`config.mk`:
```
export PLATFORM = sky130hd
export DESIGN_NAME = rmq_isqrt
export DESIGN_NICKNAME = d
export VERILOG_FILES = /design/src/rtl/rmq_isqrt.sv
export SDC_FILE = /design/constraint.sdc
export NUM_CORES = 2
export LEC_CHECK = 0
export BUFFER_PORTS_ARGS = -buffer_cell sky130_fd_sc_hd__buf_4
export CAP_MARGIN = 10
export CORE_MARGIN = 2
export CORE_UTILIZATION = 68
export DETAILED_ROUTE_END_ITERATION = 8
export PLACE_DENSITY = 0.85
export SETUP_SLACK_MARGIN = 0.05
export SLEW_MARGIN = 20
export SYNTH_ARGS = -nofsm -noshare
export SYNTH_HDL_FRONTEND = slang
export SYNTH_SLANG_ARGS = --single-unit
```
`constraint.sdc`:
```
create_clock -name clk -period 6.3 [get_ports clk]
set_input_delay 0 -clock clk [delete_from_list [all_inputs] [get_ports clk]]
set_output_delay 0 -clock clk [all_outputs]
set_load 0.005 [all_outputs]
```
`src/rtl/rmq_isqrt.sv`:
```
`timescale 1ns / 1ps
// ----------------------------------------------------------------------------
// rmq_isqrt
// Pipelined integer square root, one root bit per stage, with a sideband.
// ----------------------------------------------------------------------------
module rmq_isqrt #(
  parameter int IN_W   = 48,
  parameter int SIDE_W = 8
) (
  input  logic                clk,
  input  logic                rst,
  input  logic                en,
  input  logic                in_valid,
  input  logic [IN_W-1:0]     radicand,
  input  logic [SIDE_W-1:0]   side_in,
  output logic                out_valid,
  output logic [IN_W/2-1:0]   root,
  output logic [SIDE_W-1:0]   side_out
);

  localparam int RW = IN_W / 2;

  logic              vld  [0:RW];
  logic [IN_W-1:0]   rad  [0:RW];
  logic [RW:0]       rem  [0:RW];
  logic [RW-1:0]     rt   [0:RW];
  logic [SIDE_W-1:0] side [0:RW];

  assign vld[0]  = in_valid;
  assign rad[0]  = radicand;
  assign rem[0]  = '0;
  assign rt[0]   = '0;
  assign side[0] = side_in;

  for (genvar k = 0; k < RW; k++) begin : g_stage
    logic [RW+1:0] cur;
    logic [RW+1:0] trial;
    logic          take;

    // Bring down the next two radicand bits and try the next root bit
    always_comb begin
      cur   = {rem[k][RW-1:0], rad[k][IN_W-1 -: 2]};
      trial = {rt[k], 2'b01};
      take  = (cur >= trial);
    end

    always_ff @(posedge clk) begin
      if (rst) begin
        vld[k+1] <= 1'b0;
      end else if (en) begin
        vld[k+1] <= vld[k];
      end
    end

    always_ff @(posedge clk) begin
      if (en) begin
        rad[k+1]  <= rad[k] << 2;
        side[k+1] <= side[k];
        if (take) begin
          rem[k+1] <= (RW+1)'(cur - trial);
          rt[k+1]  <= {rt[k][RW-2:0], 1'b1};
        end else begin
          rem[k+1] <= (RW+1)'(cur);
          rt[k+1]  <= {rt[k][RW-2:0], 1'b0};
        end
      end
    end
  end

  assign out_valid = vld[RW];
  assign root      = rt[RW];
  assign side_out  = side[RW];

endmodule

```
# After elaboration in Yosys (flattened, before gate mapping)
# Cells that the tools add are included.
# word_totals
regBits	1599
latchBits	0
mem_bits_rw	0
mem_bits_ro	0
in_bits	60
output_inout_bits	33
wordCells	213
memories	0
# op_classes
n_addsub	23
n_mul	0
n_div	0
n_lt_le_gt_ge	24
eq_ne	0
shifts	0
mux	47
bitwise_logic	0
n_reduce_logical	0
# op_table
operator	count
24-bit 2-to-1 mux	22
26-bit by 10-bit greater-or-equal comparator with 1-bit output	1
26-bit by 11-bit greater-or-equal comparator with 1-bit output	1
26-bit by 12-bit greater-or-equal comparator with 1-bit output	1
26-bit by 13-bit greater-or-equal comparator with 1-bit output	1
26-bit by 14-bit greater-or-equal comparator with 1-bit output	1
26-bit by 15-bit greater-or-equal comparator with 1-bit output	1
26-bit by 16-bit greater-or-equal comparator with 1-bit output	1
26-bit by 17-bit greater-or-equal comparator with 1-bit output	1
26-bit by 18-bit greater-or-equal comparator with 1-bit output	1
26-bit by 19-bit greater-or-equal comparator with 1-bit output	1
26-bit by 20-bit greater-or-equal comparator with 1-bit output	1
26-bit by 21-bit greater-or-equal comparator with 1-bit output	1
26-bit by 22-bit greater-or-equal comparator with 1-bit output	1
26-bit by 23-bit greater-or-equal comparator with 1-bit output	1
26-bit by 24-bit greater-or-equal comparator with 1-bit output	1
26-bit by 25-bit greater-or-equal comparator with 1-bit output	1
26-bit by 3-bit greater-or-equal comparator with 1-bit output	1
26-bit by 4-bit greater-or-equal comparator with 1-bit output	1
26-bit by 5-bit greater-or-equal comparator with 1-bit output	1
26-bit by 6-bit greater-or-equal comparator with 1-bit output	1
26-bit by 7-bit greater-or-equal comparator with 1-bit output	1
26-bit by 8-bit greater-or-equal comparator with 1-bit output	1
26-bit by 9-bit greater-or-equal comparator with 1-bit output	1
other kinds (26)	49

# Depth between registers and ports, before layout
# logic_depth
word_depth	2
mapped_depth	13
depth_no_buf	12

# Least setup slack after synthesis
# No wires, ideal clock.
# synth_timing
path_type	register -> register
startpoint	register rem (netlist bit g_stage[13].cur[2])
endpoint	register rem (netlist bit g_stage[14].cur[19]), data pin
setup_ns	0.258
t_arrival_ns	2.852
t_required_ns	6.042
path_slack_ns	3.190
path_stages_with_launch	11
n_path_buf	0
synth_period_minus_slack_ns	3.110
cell_sequence	edfxtp_1 -> ha_1 -> o21a_1 -> o21a_1 -> or4b_2 -> a31oi_1 -> o21ai_0 -> a2111o_1 -> a21oi_1 -> nand2_1 -> xnor2_1
# synth_via
elab_chain_cells	2
elab_cells_between_ends	3
classes_between	add/sub (1); order compare (1); mux (1)
# synth_rtl
element	line_no	rtl
from (decl)	25	logic [RW:0] rem [0:RW];
from (signal, indexed assignment)	60	rem[k+1] <= (RW+1)'(cur - trial);
from (signal, indexed assignment)	63	rem[k+1] <= (RW+1)'(cur);
24-bit by 15-bit subtractor with 24-bit output or 26-bit by 15-bit greater-or-equal comparator with 1-bit output (tied branches)	60, 44	
24-bit 2-to-1 mux (*)	59	if (take) begin
# Mark *: on every way between the ends. The rest lies on a longest branch, timed or not.
# A chain may end at the register's enable or synchronous reset.

# Final worst setup path
# layout_timing
startpoint	register rem (netlist bit g_stage[21].cur[2])
endpoint	register rem (netlist bit g_stage[22].cur[9]), data pin
# layout_via
elab_chain_cells	2
elab_cells_between_ends	3
classes_between	add/sub (1); order compare (1); mux (1)
# layout_rtl
element	line_no
24-bit by 23-bit subtractor with 24-bit output or 26-bit by 23-bit greater-or-equal comparator with 1-bit output (tied branches)	60, 44
24-bit 2-to-1 mux (*)	59
# Marked as above.

==> results.tsv <==
stage	metric	value	unit
global_routing	grt_pass1_wl	204	mm
clocking	post_cts_resized	0	
run	cap_violations	0	
global_routing	grt_max_degree	205	
layout	final_area	77500	µm²
setup_path	rr_startpoint	g_stage[21].cur[2]	
setup_path	worstSetupPathType	register to register	
setup_path	rr_endpoint	g_stage[22].cur[9]	
timing	finalMaxSlewViolations	0	
clocking	clockBufferDepth	3	
timing	setup-violations-final	0	
setup_path	cp-end-kind	register	
floorplan	core	100000	µm²
route	wl_per_cell	18.8	µm
hold_path	hold_start	radicand[46]	
placement	place_congestion	0.899	
setup_path	required	6.80	ns
global_routing	track_usage	24.8	%
timing	finalHoldViolations	0	
route	drt_pass1_iterations	6	
timing	finalCritPeriodShare	63.9	%
layout	final_common_cell	edfxtp_1	
floorplan	row_count	116	
global_routing	antenna_found_initial	0	
synthesis	syn_area	69100	µm²
hold_path	holdPathEnd	g_stage[1].cur[2]	
global_routing	gr-total-overflow	0	
setup_path	rr_worst_depth	10	
route	drt_iter0_drc	3415	
floorplan	fp.dieW	323	µm
pwr	power	27400	µW
setup_path	worstSetupStartpointType	register	
setup_path	arrival	4.53	ns
route	viasPerCell	5.86	
status	status	finished clean	
clocking	cts-root-buf	clkbuf_16	
floorplan	die_y	323	µm
synthesis	synthFlopType	edfxtp_1	
clocking	cts_sinks	1576	
timing	finClkSkew	0.0307	ns
layout	final_cell_mix	1552 x edfxtp_1, 415 x inv_1, 370 x nand2_1, 323 x ha_1, 299 x o21ai_0	
synthesis	yosys_warnings	0	
synthesis	synth-edff-count	1552	
route	drt_drc_violations_left	0	
placement	portBuffers	92	
timing	slew_headroom	14.1	%
setup_path	crit_fanout	24	
route	drtAntennaViolNets	0	
floorplan	initial_core_util	68.8	%
clocking	numCtsBuffers	154	
pwr	p_leak	0.0295	µW
synthesis	netlist_instances	5027	
pwr	power_density	353	nW/µm²
synthesis	ys_seq_area_share	68.2	%
layout	syn_to_final_growth	12.2	%
layout	final_nets	5707	
synthesis	yosysUniqueCellTypes	91	
clocking	post-cts-setup-buffers	0	
clocking	cts_tree	yes	
clocking	clk_pin_slew	0.06	ns
timing	whs	0.0839	ns
synthesis	synth_nets	5410	
setup_path	reg2reg_slack	2.28	ns
timing	period_needed	4.02	ns
global_routing	grt_pass1_vias	39483	
synthesis	syn_area_per_cell	13.7	µm²
floorplan	design.die.area	104000	µm²
route	vias	39897	
clocking	clkLatencyLatePin	0.78	ns
synthesis	ys_ff_latch	1576	
hold_path	whs_path_depth	3	
clocking	cts_max_level	4	
pwr	vdd_drop_max	0.000297	V
timing	max_freq	249	MHz
timing	max_slew.worst_pin.slew	1.29	ns
synthesis	postSynth.asyncResetShare	0	%
timing	rsz0062_at_grt	false	
route	drt-total-wl	128	mm
timing	tns	0	ns
layout	drive_gt1_share	7.64	%
placement	place_area	71400	µm²
floorplan	io_pins	93	
placement	dp_hpwl	81.3	mm
hold_path	hp-class	input port to register	
clocking	cts_hold_buf	116	
[registers in the layout (all words and copies together) (netlist names)]
| name | count |
|---|---|
| side | 184 |
| g_stage.trial | 276 |
| rad | 506 |
| g_stage.cur | 554 |
| vld | 23 |
| side_out | 8 |
| out_valid | 1 |
| root | 24 |
[worst max-delay path: stages, from the launching register on]
cell,delay [ns]
edfxtp_1,0.41
ha_1,0.38
nor2b_1,0.24
o311ai_0,0.19
a21oi_1,0.31
a31oi_1,0.16
nand3b_1,0.27
o221ai_1,0.49
a21o_1,0.56
buf_4,0.37
mux2_2,0.36
[layout make-up]
class | instances | area (µm²)
flip-flops and latches | 1576 | 47100
inverters | 416 | 1560
diodes | 1 | 2.50
clock inverters | 82 | 861
clock buffers | 195 | 4060
well taps | 1357 | 1700
multi-input cells | 2944 | 20100
fillers | 5673 | 23000
repair buffers | 232 | 2140
[stage by stage]
stage	utilization, %	cells	setup WS (ns)
floorplan	-	5027	3.19
global placement	71.1	6409	2.43
detailed placement	71.1	6409	2.37
CTS	77.1	6802	2.31
global route	77.1	6802	2.00
finish	77.1	6803	2.28
[Yosys cell counts, types with 8 or more instances]
master,instances,area share (%)
edfxtp_1,1552,67
inv_1,415,2.3
nand2_1,370,2.0
ha_1,323,5.9
o21ai_0,299,2.2
a21oi_1,288,2.1
nor2_1,269,1.5
xnor2_1,214,2.7
xor2_1,197,2.5
nor3_1,89,0.65
a21o_1,88,0.96
nand3_1,74,0.54
clkbuf_1,68,0.37
nand2b_1,65,0.59
o21a_1,59,0.64
nor4_1,52,0.47
nor2b_1,47,0.43
or3_1,47,0.43
nand4_1,41,0.37
mux2i_1,40,0.58
mux2_2,33,0.54
o31ai_1,27,0.29
o21bai_1,25,0.27
dfxtp_1,24,0.70
and3_1,23,0.21
a31oi_1,22,0.20
or4_1,21,0.23
a211oi_1,19,0.21
and2_1,18,0.16
o211ai_1,18,0.20
or2_2,17,0.15
a21boi_0,12,0.13
nand3b_1,11,0.12
a221oi_1,8,0.10
buf_4,8,0.087
[power breakdown]
part	total (µW)	switching [µW]	internal (µW)
Clock	8930	3930	5000
Combinational	4650	2670	1980
Sequential	13800	711	13100
Total	27400	7300	20100
[logic make-up after synthesis]
family	after synthesis	synth area share, %
flops	1576	68.2
simple gates	1192	8.51
compound gates	944	8.30
buf+inv	507	2.82
xor+xnor	411	5.21
fa+ha+maj	323	5.85
mux	73	1.12
other cells	1	0.00543
[worst max-delay path by stage]
stage                     slack [ns]             endpoint                from
after CTS                       2.31   g_stage[22].cur[9]  g_stage[21].cur[2]
after detailed placement        2.37   g_stage[22].cur[6]  g_stage[21].cur[2]
after global routing            2.00   g_stage[22].cur[9]  g_stage[21].cur[2]
final                           2.28   g_stage[22].cur[9]  g_stage[21].cur[2]
after global placement          2.43   g_stage[22].cur[6]  g_stage[21].cur[2]
after floorplan                 3.19  g_stage[14].cur[19]  g_stage[13].cur[2]
[routing by layer]
layer | global-route usage (%) | part of all wire [%] | vias to the layer above
met2 | 44.0 | 52 | 1153
li1 | - | - | 19118
met3 | 3.45 | 4.5 | 252
met1 | 31.2 | 40 | 19374
met5 | 0 | 0 | -
met4 | 8.79 | 3.0 | 0
Power figures use the tool's default switching activity.
